## config.mk

```make
export PLATFORM = sky130hd
export DESIGN_NAME = dual_rail_battery_monitor_unit
export DESIGN_NICKNAME = d
export VERILOG_FILES = /design/src/rtl/core/drbm_pkg.sv /design/src/rtl/core/drbm_front.sv /design/src/rtl/core/drbm_fifo.sv /design/src/rtl/core/drbm_div.sv /design/src/rtl/core/drbm_back.sv /design/src/rtl/core/dual_rail_battery_monitor_unit.sv
export VERILOG_INCLUDE_DIRS = /design/src /design/src/rtl/core
export SDC_FILE = /design/constraint.sdc
export NUM_CORES = 2
export LEC_CHECK = 0
export ABC_CLOCK_PERIOD_IN_PS = 14800
export BUFFER_PORTS_ARGS = -buffer_cell sky130_fd_sc_hd__clkbuf_2
export CORE_MARGIN = 2
export CORE_UTILIZATION = 60
export CTS_BUF_LIST = sky130_fd_sc_hd__clkbuf_4 sky130_fd_sc_hd__clkbuf_8
export CTS_CLUSTER_SIZE = 8
export DETAILED_ROUTE_END_ITERATION = 16
export PLACE_DENSITY = 0.77
export REMOVE_ABC_BUFFERS = 1
export SYNTH_ARGS = -nofsm -noshare
export SYNTH_HDL_FRONTEND = slang
export SYNTH_SLANG_ARGS = --single-unit
```

## constraint.sdc

```tcl
create_clock -name clk -period 14.8 [get_ports clk]
set_input_delay 1.48 -clock clk [delete_from_list [all_inputs] [get_ports clk]]
set_output_delay 1.48 -clock clk [all_outputs]
set_load 0.01 [all_outputs]
```

## src/rtl/core/dual_rail_battery_monitor_unit_assert.svh

```systemverilog
// assertion macros shared by the battery monitor rtl
`ifndef DUAL_RAIL_BATTERY_MONITOR_UNIT_ASSERT_SVH
`define DUAL_RAIL_BATTERY_MONITOR_UNIT_ASSERT_SVH

// same-cycle implication
`define DRBM_ASSERT_IMPL(name, clk, rst_n, ante, cons) \
	name: assert property (@(posedge clk) disable iff (!rst_n) (ante) |-> (cons)) \
		else $error("drbm assertion failed");

// next-cycle implication
`define DRBM_ASSERT_NEXT(name, clk, rst_n, ante, cons) \
	name: assert property (@(posedge clk) disable iff (!rst_n) (ante) |=> (cons)) \
		else $error("drbm assertion failed");

`endif

```

## src/rtl/core/drbm_pkg.sv

```systemverilog
// shared types and constants of the dual rail battery monitor
package drbm_pkg;

	localparam int FRAC_BITS_DEF = 14;

	localparam int SAMP_W = 12;
	localparam int SUM_W  = 20;
	localparam int CNT_W  = 8;
	localparam int N_W    = CNT_W + 1;
	localparam int OFF_W  = 12;
	localparam int MV_W   = 16;
	localparam int NEG_W  = MV_W + 1;
	localparam int PCT_W  = 7;
	localparam int CFG_W  = 16;
	localparam int IDX_W  = 3;

	// avg * scale, then offset-corrected value shifted back up by the fraction bits
	localparam int PROD_W = SUM_W + MV_W;
	localparam int DIV_W  = PROD_W + 1;
	localparam int DVS_W  = MV_W + 1;
	localparam int NUM_W  = 24;
	localparam int STEP_W = $clog2(DIV_W + 1);

	localparam int QDEPTH = 2;

	localparam logic [PCT_W-1:0] PCT_FULL  = PCT_W'(100);
	localparam logic [7:0]       PCT_SCALE = 8'd200;
	localparam logic [MV_W-1:0]  MV_MAX    = '1;
	localparam logic [N_W-1:0]   N_ZERO_AS = N_W'(256);

	// register indexes
	localparam logic [IDX_W-1:0] REG_SAMPLE_COUNT = 3'd0;
	localparam logic [IDX_W-1:0] REG_SCALE        = 3'd1;
	localparam logic [IDX_W-1:0] REG_OFFSET       = 3'd2;
	localparam logic [IDX_W-1:0] REG_POS_ATT      = 3'd3;
	localparam logic [IDX_W-1:0] REG_NEG_ATT      = 3'd4;
	localparam logic [IDX_W-1:0] REG_EMPTY        = 3'd5;
	localparam logic [IDX_W-1:0] REG_FULL         = 3'd6;
	localparam logic [IDX_W-1:0] REG_ENABLE       = 3'd7;

	// reset values
	localparam logic [CNT_W-1:0] RST_COUNT  = 8'd16;
	localparam logic [MV_W-1:0]  RST_SCALE  = 16'd16384;
	localparam logic [OFF_W-1:0] RST_OFFSET = '0;
	localparam logic [MV_W-1:0]  RST_ATT    = 16'd16384;
	localparam logic [MV_W-1:0]  RST_EMPTY  = '0;
	localparam logic [MV_W-1:0]  RST_FULL   = 16'hffff;

	// one finished rail with the settings it was taken under
	typedef struct packed {
		logic [SUM_W-1:0] sum;
		logic [N_W-1:0]   n;
		logic             neg;
		logic [MV_W-1:0]  scale;
		logic [OFF_W-1:0] offset;
		logic [MV_W-1:0]  att;
		logic [MV_W-1:0]  empty;
		logic [MV_W-1:0]  full;
		logic             en;
	} job_t;

	typedef struct packed {
		logic full;
		logic empty;
	} fifo_stat_t;

	typedef struct packed {
		logic              start;
		logic [STEP_W-1:0] steps;
	} div_cmd_t;

	typedef struct packed {
		logic busy;
		logic done;
	} div_stat_t;

endpackage

```

## src/rtl/core/drbm_front.sv

```systemverilog
// sample accumulator, rail sequencing and configuration registers
module drbm_front (
	input  logic                          clk,
	input  logic                          arst_n,
	input  logic                          cfg_we,
	input  logic [drbm_pkg::IDX_W-1:0]    cfg_index,
	input  logic [drbm_pkg::CFG_W-1:0]    cfg_data,
	input  logic                          sample_valid,
	output logic                          sample_stall,
	input  logic [drbm_pkg::SAMP_W-1:0]   sample_mv,
	input  logic                          start_req,
	input  drbm_pkg::fifo_stat_t          fstat,
	output logic                          push,
	output drbm_pkg::job_t                job
);

	logic [drbm_pkg::CNT_W-1:0] count_q;
	logic [drbm_pkg::MV_W-1:0]  scale_q;
	logic [drbm_pkg::OFF_W-1:0] offset_q;
	logic [drbm_pkg::MV_W-1:0]  pos_att_q;
	logic [drbm_pkg::MV_W-1:0]  neg_att_q;
	logic [drbm_pkg::MV_W-1:0]  empty_q;
	logic [drbm_pkg::MV_W-1:0]  full_q;
	logic                       enable_q;

	logic [drbm_pkg::SUM_W-1:0] sum_q;
	logic [drbm_pkg::CNT_W-1:0] taken_q;
	logic                       neg_q;

	logic                       accept;
	logic [drbm_pkg::N_W-1:0]   n;
	logic [drbm_pkg::SUM_W-1:0] sum_eff;
	logic [drbm_pkg::SUM_W-1:0] sum_new;
	logic [drbm_pkg::CNT_W-1:0] taken_eff;
	logic                       neg_eff;
	logic                       close;

	assign sample_stall = fstat.full;
	assign accept       = sample_valid && !sample_stall;

	assign n         = (count_q == '0) ? drbm_pkg::N_ZERO_AS : {1'b0, count_q};
	assign sum_eff   = start_req ? '0 : sum_q;
	assign taken_eff = start_req ? '0 : taken_q;
	assign neg_eff   = start_req ? 1'b0 : neg_q;
	assign sum_new   = sum_eff + drbm_pkg::SUM_W'(sample_mv);
	// rail closes once the taken count, with this sample, reaches or passes the current count
	assign close     = ({1'b0, taken_eff} + drbm_pkg::N_W'(1)) >= n;

	assign push = accept && close;

	always_comb begin
		job.sum    = sum_new;
		job.n      = n;
		job.neg    = neg_eff;
		job.scale  = scale_q;
		job.offset = offset_q;
		job.att    = neg_eff ? neg_att_q : pos_att_q;
		job.empty  = empty_q;
		job.full   = full_q;
		job.en     = enable_q;
	end

	always_ff @(posedge clk or negedge arst_n) begin
		if (!arst_n) begin
			count_q   <= drbm_pkg::RST_COUNT;
			scale_q   <= drbm_pkg::RST_SCALE;
			offset_q  <= drbm_pkg::RST_OFFSET;
			pos_att_q <= drbm_pkg::RST_ATT;
			neg_att_q <= drbm_pkg::RST_ATT;
			empty_q   <= drbm_pkg::RST_EMPTY;
			full_q    <= drbm_pkg::RST_FULL;
			enable_q  <= 1'b0;
		end else if (cfg_we) begin
			unique case (cfg_index)
				drbm_pkg::REG_SAMPLE_COUNT: count_q   <= cfg_data[drbm_pkg::CNT_W-1:0];
				drbm_pkg::REG_SCALE:        scale_q   <= cfg_data;
				drbm_pkg::REG_OFFSET:       offset_q  <= cfg_data[drbm_pkg::OFF_W-1:0];
				drbm_pkg::REG_POS_ATT:      pos_att_q <= cfg_data;
				drbm_pkg::REG_NEG_ATT:      neg_att_q <= cfg_data;
				drbm_pkg::REG_EMPTY:        empty_q   <= cfg_data;
				drbm_pkg::REG_FULL:         full_q    <= cfg_data;
				drbm_pkg::REG_ENABLE:       enable_q  <= cfg_data[0];
				default: ;
			endcase
		end
	end

	always_ff @(posedge clk or negedge arst_n) begin
		if (!arst_n) begin
			sum_q   <= '0;
			taken_q <= '0;
			neg_q   <= 1'b0;
		end else if (accept) begin
			if (close) begin
				sum_q   <= '0;
				taken_q <= '0;
				neg_q   <= !neg_eff;
			end else begin
				sum_q   <= sum_new;
				taken_q <= taken_eff + drbm_pkg::CNT_W'(1);
				neg_q   <= neg_eff;
			end
		end
	end

endmodule

```

## src/rtl/core/drbm_fifo.sv

```systemverilog
// short job queue between the accumulator and the arithmetic sequencer
`include "dual_rail_battery_monitor_unit_assert.svh"

module drbm_fifo (
	input  logic                 clk,
	input  logic                 arst_n,
	input  logic                 push,
	input  drbm_pkg::job_t       wdata,
	input  logic                 pop,
	output drbm_pkg::job_t       rdata,
	output drbm_pkg::fifo_stat_t fstat
);

	localparam int PTR_W = (drbm_pkg::QDEPTH > 1) ? $clog2(drbm_pkg::QDEPTH) : 1;
	localparam int CNT_W = $clog2(drbm_pkg::QDEPTH + 1);

	drbm_pkg::job_t   mem_q [drbm_pkg::QDEPTH];
	logic [PTR_W-1:0] wr_ptr_q;
	logic [PTR_W-1:0] rd_ptr_q;
	logic [CNT_W-1:0] fill_q;
	logic             do_push;
	logic             do_pop;

	assign fstat.full  = (fill_q == CNT_W'(drbm_pkg::QDEPTH));
	assign fstat.empty = (fill_q == '0);
	assign do_push     = push && !fstat.full;
	assign do_pop      = pop && !fstat.empty;
	assign rdata       = mem_q[rd_ptr_q];

	always_ff @(posedge clk) begin
		if (do_push) begin
			mem_q[wr_ptr_q] <= wdata;
		end
	end

	always_ff @(posedge clk or negedge arst_n) begin
		if (!arst_n) begin
			wr_ptr_q <= '0;
			rd_ptr_q <= '0;
			fill_q   <= '0;
		end else begin
			if (do_push) begin
				wr_ptr_q <= (wr_ptr_q == PTR_W'(drbm_pkg::QDEPTH - 1)) ? '0
					: wr_ptr_q + PTR_W'(1);
			end
			if (do_pop) begin
				rd_ptr_q <= (rd_ptr_q == PTR_W'(drbm_pkg::QDEPTH - 1)) ? '0
					: rd_ptr_q + PTR_W'(1);
			end
			if (do_push && !do_pop) begin
				fill_q <= fill_q + CNT_W'(1);
			end else if (do_pop && !do_push) begin
				fill_q <= fill_q - CNT_W'(1);
			end
		end
	end

	// the accumulator must hold off while the queue is full
	`DRBM_ASSERT_IMPL(a_no_push_when_full, clk, arst_n, push, !fstat.full)

endmodule

```

## src/rtl/core/drbm_div.sv

```systemverilog
// restoring divider, one quotient bit per cycle, dividend left aligned
`include "dual_rail_battery_monitor_unit_assert.svh"

module drbm_div (
	input  logic                        clk,
	input  logic                        arst_n,
	input  drbm_pkg::div_cmd_t          cmd,
	input  logic [drbm_pkg::DIV_W-1:0]  dividend,
	input  logic [drbm_pkg::DVS_W-1:0]  divisor,
	output drbm_pkg::div_stat_t         stat,
	output logic [drbm_pkg::DIV_W-1:0]  quotient
);

	logic [drbm_pkg::DIV_W-1:0]  q_q;
	logic [drbm_pkg::DVS_W-1:0]  r_q;
	logic [drbm_pkg::DVS_W-1:0]  dvs_q;
	logic [drbm_pkg::STEP_W-1:0] cnt_q;
	logic                        busy_q;
	logic                        done_q;

	logic [drbm_pkg::DVS_W:0]    trial;
	logic [drbm_pkg::DVS_W:0]    diff;
	logic                        ge;

	assign trial = {r_q, q_q[drbm_pkg::DIV_W-1]};
	assign ge    = trial >= {1'b0, dvs_q};
	assign diff  = trial - {1'b0, dvs_q};

	assign stat.busy = busy_q;
	assign stat.done = done_q;
	assign quotient  = q_q;

	always_ff @(posedge clk) begin
		if (cmd.start) begin
			q_q   <= dividend;
			r_q   <= '0;
			dvs_q <= divisor;
		end else if (busy_q) begin
			q_q <= {q_q[drbm_pkg::DIV_W-2:0], ge};
			r_q <= ge ? diff[drbm_pkg::DVS_W-1:0] : trial[drbm_pkg::DVS_W-1:0];
		end
	end

	always_ff @(posedge clk or negedge arst_n) begin
		if (!arst_n) begin
			cnt_q  <= '0;
			busy_q <= 1'b0;
			done_q <= 1'b0;
		end else begin
			done_q <= 1'b0;
			if (cmd.start) begin
				cnt_q  <= cmd.steps;
				busy_q <= 1'b1;
			end else if (busy_q) begin
				cnt_q <= cnt_q - drbm_pkg::STEP_W'(1);
				if (cnt_q == drbm_pkg::STEP_W'(1)) begin
					busy_q <= 1'b0;
					done_q <= 1'b1;
				end
			end
		end
	end

	`DRBM_ASSERT_IMPL(a_start_when_idle, clk, arst_n, cmd.start, !busy_q)

endmodule

```

## src/rtl/core/drbm_back.sv

```systemverilog
// rail arithmetic sequencer, held positive rail and result register
`include "dual_rail_battery_monitor_unit_assert.svh"

module drbm_back #(
	parameter int FRAC_BITS = drbm_pkg::FRAC_BITS_DEF
) (
	input  logic                               clk,
	input  logic                               arst_n,
	input  drbm_pkg::fifo_stat_t               fstat,
	input  drbm_pkg::job_t                     head,
	output logic                               pop,
	output drbm_pkg::div_cmd_t                 div_cmd,
	output logic [drbm_pkg::DIV_W-1:0]         div_dividend,
	output logic [drbm_pkg::DVS_W-1:0]         div_divisor,
	input  drbm_pkg::div_stat_t                div_stat,
	input  logic [drbm_pkg::DIV_W-1:0]         div_quotient,
	output logic                               result_valid,
	input  logic                               result_stall,
	output logic [drbm_pkg::MV_W-1:0]          positive_mv,
	output logic signed [drbm_pkg::NEG_W-1:0]  negative_mv,
	output logic [drbm_pkg::PCT_W-1:0]         health_percent,
	output logic                               valid_res
);

	localparam int T_W = drbm_pkg::PROD_W - FRAC_BITS;
	localparam int C_W = T_W + 2;

	typedef enum logic [2:0] {
		ST_IDLE,
		ST_AVG,
		ST_MUL,
		ST_RAIL,
		ST_DIVR,
		ST_PCT,
		ST_DIVP,
		ST_DONE
	} state_t;

	state_t                      state_q;
	drbm_pkg::job_t              job_q;
	logic [drbm_pkg::SUM_W-1:0]  avg_q;
	logic [drbm_pkg::PROD_W-1:0] prod_q;
	logic [drbm_pkg::MV_W-1:0]   mag_q;
	logic [drbm_pkg::PCT_W-1:0]  pct_q;
	logic [drbm_pkg::MV_W-1:0]   held_mv_q;
	logic [drbm_pkg::PCT_W-1:0]  held_pct_q;

	drbm_pkg::div_cmd_t          div_cmd_q;
	logic [drbm_pkg::DIV_W-1:0]  div_dividend_q;
	logic [drbm_pkg::DVS_W-1:0]  div_divisor_q;

	logic                              result_valid_q;
	logic [drbm_pkg::MV_W-1:0]         positive_mv_q;
	logic signed [drbm_pkg::NEG_W-1:0] negative_mv_q;
	logic [drbm_pkg::PCT_W-1:0]        health_q;
	logic                              valid_res_q;

	logic [T_W-1:0]              t;
	logic signed [C_W-1:0]       c;
	logic                        c_nonpos;
	logic [drbm_pkg::MV_W-1:0]   span;
	logic [drbm_pkg::MV_W-1:0]   diff;
	logic [drbm_pkg::NUM_W-1:0]  num;
	logic [drbm_pkg::PCT_W:0]    hsum;
	logic                        out_free;
	logic                        div_go;
	logic                        res_load;
	logic                        res_zero;

	assign t = prod_q[drbm_pkg::PROD_W-1:FRAC_BITS];
	assign c = $signed({2'b00, t})
		+ $signed({{(C_W - drbm_pkg::OFF_W){job_q.offset[drbm_pkg::OFF_W-1]}}, job_q.offset});
	assign c_nonpos = c[C_W-1] || (c == '0);

	assign span = job_q.full - job_q.empty;
	assign diff = mag_q - job_q.empty;
	// linear percent rounded half up: (diff * 200 + span) / (2 * span)
	assign num  = drbm_pkg::NUM_W'(diff) * drbm_pkg::NUM_W'(drbm_pkg::PCT_SCALE)
		+ drbm_pkg::NUM_W'(span);
	assign hsum = {1'b0, held_pct_q} + {1'b0, pct_q};

	assign out_free = !result_valid_q || !result_stall;
	assign pop      = (state_q == ST_IDLE) && !fstat.empty;

	// divider starts: averaging on pop, rail quotient, percent inside the linear range
	assign div_go = pop
		|| ((state_q == ST_RAIL) && !c_nonpos && (job_q.att != '0))
		|| ((state_q == ST_PCT) && (job_q.full > job_q.empty) && (mag_q > job_q.empty)
			&& (mag_q < job_q.full));
	assign res_load = (state_q == ST_DONE) && job_q.neg && out_free;
	assign res_zero = (positive_mv_q == '0) && (negative_mv_q == '0) && (health_q == '0);

	assign div_cmd      = div_cmd_q;
	assign div_dividend = div_dividend_q;
	assign div_divisor  = div_divisor_q;

	assign result_valid   = result_valid_q;
	assign positive_mv    = positive_mv_q;
	assign negative_mv    = negative_mv_q;
	assign health_percent = health_q;
	assign valid_res      = valid_res_q;

	always_ff @(posedge clk or negedge arst_n) begin
		if (!arst_n) begin
			state_q         <= ST_IDLE;
			div_cmd_q       <= '0;
			held_mv_q       <= '0;
			held_pct_q      <= '0;
			result_valid_q  <= 1'b0;
			job_q           <= '0;
			avg_q           <= '0;
			prod_q          <= '0;
			mag_q           <= '0;
			pct_q           <= '0;
			div_dividend_q  <= '0;
			div_divisor_q   <= '0;
			positive_mv_q   <= '0;
			negative_mv_q   <= '0;
			health_q        <= '0;
			valid_res_q     <= 1'b0;
		end else begin
			div_cmd_q.start <= div_go;
			if (res_load) begin
				result_valid_q <= 1'b1;
			end else if (result_valid_q && !result_stall) begin
				result_valid_q <= 1'b0;
			end
			unique case (state_q)
				ST_IDLE: begin
					if (!fstat.empty) begin
						job_q           <= head;
						div_dividend_q  <= {head.sum, {(drbm_pkg::DIV_W - drbm_pkg::SUM_W){1'b0}}};
						div_divisor_q   <= drbm_pkg::DVS_W'(head.n);
						div_cmd_q.steps <= drbm_pkg::STEP_W'(drbm_pkg::SUM_W);
						state_q         <= ST_AVG;
					end
				end
				ST_AVG: begin
					if (div_stat.done) begin
						avg_q   <= div_quotient[drbm_pkg::SUM_W-1:0];
						state_q <= ST_MUL;
					end
				end
				ST_MUL: begin
					prod_q  <= drbm_pkg::PROD_W'(avg_q) * drbm_pkg::PROD_W'(job_q.scale);
					state_q <= ST_RAIL;
				end
				ST_RAIL: begin
					if (c_nonpos) begin
						mag_q   <= '0;
						state_q <= ST_PCT;
					end else if (job_q.att == '0) begin
						mag_q   <= drbm_pkg::MV_MAX;
						state_q <= ST_PCT;
					end else begin
						div_dividend_q  <= {c[T_W:0], {FRAC_BITS{1'b0}}};
						div_divisor_q   <= drbm_pkg::DVS_W'(job_q.att);
						div_cmd_q.steps <= drbm_pkg::STEP_W'(drbm_pkg::DIV_W);
						state_q         <= ST_DIVR;
					end
				end
				ST_DIVR: begin
					if (div_stat.done) begin
						mag_q   <= (|div_quotient[drbm_pkg::DIV_W-1:drbm_pkg::MV_W]) ? drbm_pkg::MV_MAX
							: div_quotient[drbm_pkg::MV_W-1:0];
						state_q <= ST_PCT;
					end
				end
				ST_PCT: begin
					if (job_q.full <= job_q.empty || mag_q <= job_q.empty) begin
						pct_q   <= '0;
						state_q <= ST_DONE;
					end else if (mag_q >= job_q.full) begin
						pct_q   <= drbm_pkg::PCT_FULL;
						state_q <= ST_DONE;
					end else begin
						div_dividend_q  <= {num, {(drbm_pkg::DIV_W - drbm_pkg::NUM_W){1'b0}}};
						div_divisor_q   <= {span, 1'b0};
						div_cmd_q.steps <= drbm_pkg::STEP_W'(drbm_pkg::NUM_W);
						state_q         <= ST_DIVP;
					end
				end
				ST_DIVP: begin
					if (div_stat.done) begin
						pct_q   <= div_quotient[drbm_pkg::PCT_W-1:0];
						state_q <= ST_DONE;
					end
				end
				ST_DONE: begin
					if (!job_q.neg) begin
						held_mv_q  <= mag_q;
						held_pct_q <= pct_q;
						state_q    <= ST_IDLE;
					end else if (out_free) begin
						if (job_q.en) begin
							positive_mv_q <= held_mv_q;
							negative_mv_q <= -$signed({1'b0, mag_q});
							health_q      <= hsum[drbm_pkg::PCT_W:1];
							valid_res_q   <= 1'b1;
						end else begin
							positive_mv_q <= '0;
							negative_mv_q <= '0;
							health_q      <= '0;
							valid_res_q   <= 1'b0;
						end
						state_q <= ST_IDLE;
					end
				end
				default: state_q <= ST_IDLE;
			endcase
		end
	end

	// a new word only comes out of a finished negative rail
	`DRBM_ASSERT_IMPL(a_res_from_neg, clk, arst_n, $rose(result_valid_q), $past(res_load))
	// disabled readings carry all-zero fields
	`DRBM_ASSERT_IMPL(a_disabled_zero, clk, arst_n, result_valid_q && !valid_res_q, res_zero)
	// a popped job always kicks off the averaging division
	`DRBM_ASSERT_NEXT(a_pop_starts_div, clk, arst_n, pop, state_q == ST_AVG && div_cmd_q.start)

endmodule

```

## src/rtl/core/dual_rail_battery_monitor_unit.sv

```systemverilog
// back end: a closed rail runs the averaging division, the multiply, the rail division and
// the percent division, plus handoff steps; the rail and percent divisions are skipped
// when their result is clamped or zero
// throughput: one sample per cycle until the two-entry rail queue fills; sustained
// rate is set by the shared bit-serial divider, which works on one closed rail at a time
// reset: arst_n clears accumulator, queue, sequencer, held rail and loads register defaults
module dual_rail_battery_monitor_unit #(
	parameter int FRAC_BITS = drbm_pkg::FRAC_BITS_DEF
) (
	input  logic                               clk,
	input  logic                               arst_n,
	input  logic                               cfg_we,
	input  logic [drbm_pkg::IDX_W-1:0]         cfg_index,
	input  logic [drbm_pkg::CFG_W-1:0]         cfg_data,
	input  logic                               sample_valid,
	output logic                               sample_stall,
	input  logic [drbm_pkg::SAMP_W-1:0]        sample_mv,
	input  logic                               start_req,
	output logic                               result_valid,
	input  logic                               result_stall,
	output logic [drbm_pkg::MV_W-1:0]          positive_mv,
	output logic signed [drbm_pkg::NEG_W-1:0]  negative_mv,
	output logic [drbm_pkg::PCT_W-1:0]         health_percent,
	output logic                               valid_res
);

	drbm_pkg::fifo_stat_t       fstat;
	drbm_pkg::job_t             push_job;
	drbm_pkg::job_t             head_job;
	logic                       push;
	logic                       pop;
	drbm_pkg::div_cmd_t         div_cmd;
	drbm_pkg::div_stat_t        div_stat;
	logic [drbm_pkg::DIV_W-1:0] div_dividend;
	logic [drbm_pkg::DVS_W-1:0] div_divisor;
	logic [drbm_pkg::DIV_W-1:0] div_quotient;

	drbm_front u_front (
		.clk          (clk),
		.arst_n       (arst_n),
		.cfg_we       (cfg_we),
		.cfg_index    (cfg_index),
		.cfg_data     (cfg_data),
		.sample_valid (sample_valid),
		.sample_stall (sample_stall),
		.sample_mv    (sample_mv),
		.start_req    (start_req),
		.fstat        (fstat),
		.push         (push),
		.job          (push_job)
	);

	drbm_fifo u_fifo (
		.clk    (clk),
		.arst_n (arst_n),
		.push   (push),
		.wdata  (push_job),
		.pop    (pop),
		.rdata  (head_job),
		.fstat  (fstat)
	);

	drbm_div u_div (
		.clk      (clk),
		.arst_n   (arst_n),
		.cmd      (div_cmd),
		.dividend (div_dividend),
		.divisor  (div_divisor),
		.stat     (div_stat),
		.quotient (div_quotient)
	);

	drbm_back #(
		.FRAC_BITS (FRAC_BITS)
	) u_back (
		.clk            (clk),
		.arst_n         (arst_n),
		.fstat          (fstat),
		.head           (head_job),
		.pop            (pop),
		.div_cmd        (div_cmd),
		.div_dividend   (div_dividend),
		.div_divisor    (div_divisor),
		.div_stat       (div_stat),
		.div_quotient   (div_quotient),
		.result_valid   (result_valid),
		.result_stall   (result_stall),
		.positive_mv    (positive_mv),
		.negative_mv    (negative_mv),
		.health_percent (health_percent),
		.valid_res      (valid_res)
	);

endmodule

```

Word-level counts from Yosys, hierarchy flattened --
Memories as Yosys holds them, arrays and structs flattened. Cells that the tools add are included.
Word-level totals: flip-flop bits (word level) 499, memory bits (writable) 214, input bits 37, memories kept 1
Memories:
- u_fifo.mem_q | depth 2, width 107, read ports 1, clocked after Yosys merged registers in 0, write ports 1, RTL line drbm_fifo.sv:17 | drbm_pkg::job_t mem_q [drbm_pkg::QDEPTH];
Operators by class: add/sub/neg operators 15, multipliers 2, magnitude comparators 8, equal/unequal tests 27, mux-type cells 69, bitwise logic cells 2, reductions and logical operators 58
Operators by type and width (count):
- 37-bit 2-to-1 mux | 7
- 17-bit 2-to-1 mux | 7
- 37-bit one-hot mux with 3 select lines | 1
- 16-bit 2-to-1 mux | 6
- 17-bit one-hot mux with 3 select lines | 1
- 6-bit 2-to-1 mux | 7
- 20-bit 2-to-1 mux | 2
- 20-bit by 16-bit multiplier with 36-bit output | 1
- 16-bit greater-than comparator | 2
- 16-bit <= comparator | 2
- 16-bit one-hot mux with 2 select lines | 1
- 16-bit subtractor | 2
- 7-bit 2-to-1 mux | 4
- 23-bit by 12-bit adder with 24-bit output | 1
- 24-bit by 16-bit adder with 24-bit output | 1
- 3-bit == test (second input constant) | 8
- 24-bit logical NOT | 1
- 3-bit 2-to-1 mux | 8
- 3-bit one-hot mux with 8 select lines | 1
- 2-bit AND reduction | 11
- 16-bit by 5-bit multiplier with 21-bit output (second input constant) | 1
- 21-bit OR reduction | 1
- 20-bit by 12-bit adder with 20-bit output | 1
- 18-bit by 17-bit >= comparator with 1-bit output | 1
- other kinds (39) | 103

Longest topological paths before layout --
depth after elaboration 9, depth in mapped cells 30, mapped depth without buffers 30

Cells and area by module --
Synthesis repeated with hierarchy kept, for this count alone.
Second synthesis, totals: cells, all modules 4199, area, all modules 45314.7 sq um
By module, submodules not included:
- drbm_back | times used 1, cells each 2896, area an instance 26422.8 sq um, seq. area each 6431.2 sq um
- drbm_fifo | times used 1, cells each 352, area an instance 7987.7 sq um, seq. area each 6526.3 sq um
- drbm_front | times used 1, cells each 570, area an instance 6571.3 sq um, seq. area each 3278.1 sq um
- drbm_div | times used 1, cells each 381, area an instance 4332.9 sq um, seq. area each 2162.1 sq um

Worst setup path after synthesis --
OpenSTA, ideal clock, no wires.
path type input-to-reg, from input start_req, to memory u_fifo.mem_q[0][0] in the netlist's numbering (enable), setup time 574 ps, data arrival time 8151 ps, data required time 14226 ps, path slack 6075 ps, stages 14, cells stage by stage clkbuf_1 -> clkbuf_1 -> nor2b_1 -> ha_1 -> xor2_1 -> ha_1 -> a21o_1 -> a21o_1 -> a21oi_1 -> nor2b_1 -> o21ai_0 -> a21oi_1 -> nand2_1 -> nor2_1
On the way: word-level cells in the longest chain between the ends 7
RTL lines:
- start: declaration | RTL line dual_rail_battery_monitor_unit.sv:18 | input logic start_req,
- 8-bit 2-to-1 mux | RTL line drbm_front.sv:43 | assign taken_eff = start_req ? '0 : taken_q;
- 8-bit by 1-bit adder with 9-bit output | RTL line drbm_front.sv:47 | assign close = ({1'b0, taken_eff} + drbm_pkg::N_W'(1)) >= n;
- 9-bit >= comparator | RTL line drbm_front.sv:47
- 1-bit logical AND | RTL line drbm_front.sv:49 | assign push = accept && close;
- 1-bit logical AND | RTL line drbm_fifo.sv:26 | assign do_push = push && !fstat.full;
- 1-bit 2-to-1 mux | RTL line drbm_fifo.sv:31 | if (do_push) begin
- 1-bit 2-to-1 mux (implied by the code) | RTL line drbm_fifo.sv:32 | mem_q[wr_ptr_q] <= wdata;
- end: declaration | RTL line drbm_fifo.sv:17
No other way between the ends.

Worst setup path after layout --
from register u_back.job_q[69] in the netlist's numbering, to register u_back.prod_q[35] in the netlist's numbering
On the way: word-level cells in the longest chain between the ends 1
RTL lines:
- start: declaration | RTL line drbm_back.sv:40 | drbm_pkg::job_t job_q;
- start signal: assignment | RTL line drbm_back.sv:110 | job_q <= '0;
- start signal: assignment | RTL line drbm_back.sv:131 | job_q <= head;
- 20-bit by 16-bit multiplier with 36-bit output | RTL line drbm_back.sv:145 | prod_q <= drbm_pkg::PROD_W'(avg_q) * drbm_pkg::PROD_W'(job_q.scale);
- end signal: assignment | RTL line drbm_back.sv:145
- end: declaration | RTL line drbm_back.sv:42 | logic [drbm_pkg::PROD_W-1:0] prod_q;
No other way between the ends. A chain may end at the register's enable or synchronous reset.

==> results.md <==
- The run finished with clean final reports.
- The post-CTS setup-driven buffer insertion count is 0.
- After clock tree synthesis, the clock-pin slew on the worst setup and hold paths is 0.07 ns.
- The initial antenna violation count is 2.
- The average wire length per cell after detail routing is 20.0 µm.
- The vertical die dimension is 274 µm.
- Summing every instance area after synthesis gives 0.0438 mm².
- The first global-routing pass estimated 165,000 µm of wire.
- The met1 track utilization from global routing is 38.8%.
- The number of H-tree levels is 3.
- The post-synthesis register bit count is 684.
- Yosys mapped a number of flops with a built-in enable equal to 268.
- The core outline area is 0.0726 mm².
- The largest individual stage delay along the critical path comes from the cell sky130_fd_sc_hd__dfrtp_1.
- The most used flip-flop cell after synthesis is sky130_fd_sc_hd__dfrtp_1.
- The worst setup path is launched from a register.
- The number of hold-repair buffers added at the cts stage is 0.
- The overflow left after global routing is 0.
- The antenna diode count is 0.
- STA puts the critical path data required time at 15.38 ns.
- Setup repair after global routing left no endpoint under its margin.
- The clock insertion delay at the later pin of the skew report is 0.74 ns.
- Based on the critical path, the design can be clocked at up to 134 MHz.
- The busiest layer in global routing is met2.
- Cells with a size suffix above 1 make up 13.3% of the layout.
- The final setup TNS is 0 ns.
- The deepest clock path buffer count is 3.
- The first-pass detailed-route iteration total is 6.
- At the end of routability-driven placement, the weighted congestion stood at 0.933.
- Synthesis produced 4,061 cells.
- Setup violations remaining at the end of the flow were counted as 0.
- The share of synthesized registers carrying an async set or reset is 58.3%.
- In this run the count of I/O pins placed on the die edge is 80.
- The final net count is 4,698.
- The most numerous cell type found on the critical path is sky130_fd_sc_hd__fa_1.
- The share of the clock period used by the worst path after layout is 50.3%.
- For this block, the routed nets add up to 103,000 µm of wire.
- The transition at the pin with the smallest max-transition slack is 1.21 ns.
- The number of remaining DRC errors is 0.
- The area of the die is 0.0752 mm².
- The global routing usage on met2 is 44.4%.
- In the post-synthesis netlist, the cell with the most instances is sky130_fd_sc_hd__inv_1.
- The critical path is of the register to register type.
- After synthesis, the cell types taking the most area are sky130_fd_sc_hd__dfrtp_1 22%, sky130_fd_sc_hd__edfxtp_1 18%, sky130_fd_sc_hd__fa_1 12%, sky130_fd_sc_hd__ha_1 8.3%, sky130_fd_sc_hd__mux2_2 4.2%.
- The die is 274 µm wide.
- sky130_fd_sc_hd__dfrtp_1 takes more of the synthesized area than any other cell.
- The number of gates resized after CTS was 0.
- The tightest min-delay check is of the register to register type.
- The via-per-instance ratio is 5.74.
- The half-perimeter wire length after placement is 76,100 µm.
- Measured against its own limit, the worst slew margin works out to 19.1%.
- The met3 capacity usage during global routing is 6.85%.
- STA classifies the critical path endpoint as a register.
- The worst path needs 7.44 ns of the cycle, external delays included.
- CTS saw 684 sinks.
- Walking the worst path, the cells encountered are nand2_1 > fa_1 > inv_1 > fa_1 > inv_1 > fa_1 > fa_1 > fa_1 > inv_1 > fa_1 > ha_1 > a21oi_1 > nand4_1 > a211oi_1 > nor3_1 > o2111ai_1 > o211ai_1 > a41oi_1 > o21bai_1 > a21oi_1 > xnor2_1 > o21ai_0.
- Sequential elements use 42.0% of the synthesized area.
- Across every metal layer, demand over resource in global routing totals 28.3%.
- The total number of vias is 29.6k.
- The cell at the root of the clock tree is sky130_fd_sc_hd__clkbuf_8.
- The antenna violation net count after detailed routing is 0.
- Relative to the synthesized area, the layout overhead comes to 8.00%.
- Across the run, the number of max-cap violations was 0.
- In this run, CTS created clock tree buffers numbering 109.
- The floorplan has 99 rows.
- In this run, distinct cell masters in the synthesized netlist total 82.
- Entering global routing, the biggest net connects 119 pins.
- After the first detailed-routing iteration, the DRC count stood at 2,390.
- The critical path data arrival time is 8.02 ns.
- The area fraction of the dominant cell type after synthesis is 21.7%.
- The number of hold violations in the final report came to 0.
- The maximum fanout along the worst path is 21.
- The clock arrives with 0.0538 ns of skew.
- The number of buffer and inverter stages on the critical path is 3.
- The max-slew violation count is 0.
- The family with the most delay on the worst path is adder cells.
- By count the netlist is led by 482 x sky130_fd_sc_hd__inv_1, 429 x sky130_fd_sc_hd__nand2_1, 379 x sky130_fd_sc_hd__dfrtp_1.
- On the worst path, the slowest cell contributes a delay of 0.91 ns.
- The synthesized area divided by synthesized cell count is 10.8 µm².
- The via count of the first global-routing pass is 29.7k.
- For this configuration, the core starts out at a cell density of 60.3%.
- Buffers placed on the I/O ports in this run total 79.
- TritonCTS built the clock tree.
- The number of warning messages in the yosys log is 0.
[state kept, by name (all words and copies together), names as in the netlist, 16 cells and up]
name and count:
u_div.dvs_q 17, u_back.negative_mv 17, u_back.positive_mv 16, u_back.held_mv_q 16
u_back.div_dividend 24, u_front.scale_q 16, u_div.r_q 17, u_back.job_q 78
u_fifo.mem_q 214, u_front.pos_att_q 16, u_back.div_divisor 17, u_front.neg_att_q 16
u_front.sum_q 20, u_front.full_q 16, u_front.empty_q 16, u_back.avg_q 20
u_back.prod_q 22, u_back.mag_q 16, u_div.quotient 37
[worst paths after layout]
path | startpoint | to | slack, ns | cells after the start
max | u_back.job_q[69] | u_back.prod_q[35] | 7.36 | 22
min | u_back.div_divisor[2] | u_div.dvs_q[2] | 0.45 | 0
max reg2reg | u_back.job_q[69] | u_back.prod_q[35] | 7.36 | 22
min reg2reg | u_back.div_divisor[2] | u_div.dvs_q[2] | 0.45 | 0
max in group asynchronous | arst_n | u_back.div_divisor[12] | 11.42 | 3
min in group asynchronous | arst_n | u_front.count_q[5] | 0.82 | 1
[final cells by class]
cell class	count	area [µm²]
fill	5654	25300
multi-input combinational	2713	22900
sequential	684	18400
clock buffer	178	2070
inverter	483	1810
tap	959	1200
timing repair buffer	113	661
clock inverter	25	259
[kinds of logic after synthesis]
group	Yosys count	synth area share (%)
compound gates	642	9.20
xor+xnor	160	3.20
fa+ha+maj	557	20.5
buf+inv	664	5.84
flops	684	42.0
mux	331	8.36
simple gates	1023	10.9
[metrics by stage]
step | cells | worst slack [ns] | util, % | cell area [µm²] | hold WS, ns
floorplan | 3880 | 1.32 | - | 43100 | 0.425
global placement | 4952 | 7.67 | 62.0 | 45000 | 0.441
detailed placement | 4952 | 7.47 | 62.0 | 45000 | 0.441
CTS | 5155 | 7.44 | 65.2 | 47300 | 0.447
global route | 5155 | 6.83 | 65.2 | 47300 | 0.458
finish | 5155 | 7.36 | 65.2 | 47300 | 0.446
[placed cells by master (no fill, tap or decap), types with 26 or more instances in the layout]
master	count
sky130_fd_sc_hd__nand4_1	28
sky130_fd_sc_hd__xor2_1	62
sky130_fd_sc_hd__nand2_1	429
sky130_fd_sc_hd__nor3_1	28
sky130_fd_sc_hd__nor2b_1	45
sky130_fd_sc_hd__a22o_1	26
sky130_fd_sc_hd__dfrtp_1	377
sky130_fd_sc_hd__nand3_1	39
sky130_fd_sc_hd__mux2_4	29
sky130_fd_sc_hd__nor2_1	210
sky130_fd_sc_hd__a21o_1	53
sky130_fd_sc_hd__inv_1	482
sky130_fd_sc_hd__mux2_2	163
sky130_fd_sc_hd__mux2i_1	139
sky130_fd_sc_hd__clkbuf_8	118
sky130_fd_sc_hd__edfxtp_1	268
sky130_fd_sc_hd__buf_4	34
sky130_fd_sc_hd__clkbuf_4	60
sky130_fd_sc_hd__and2_1	121
sky130_fd_sc_hd__fa_1	266
sky130_fd_sc_hd__o21ai_0	169
sky130_fd_sc_hd__a21oi_1	208
sky130_fd_sc_hd__ha_1	291
sky130_fd_sc_hd__clkbuf_2	78
sky130_fd_sc_hd__xnor2_1	98
[layer usage]
layer	part of all wire (%)	vias up	wire, µm
li1	-	13900	-
met1	43	14700	44300
met2	46	892	47800
met3	7.7	172	7920
met4	3.1	2	3240
met5	0.012	-	12
Power is not shown: default switching activity piles up to over one toggle a cycle in this logic, so the estimate is an artifact.
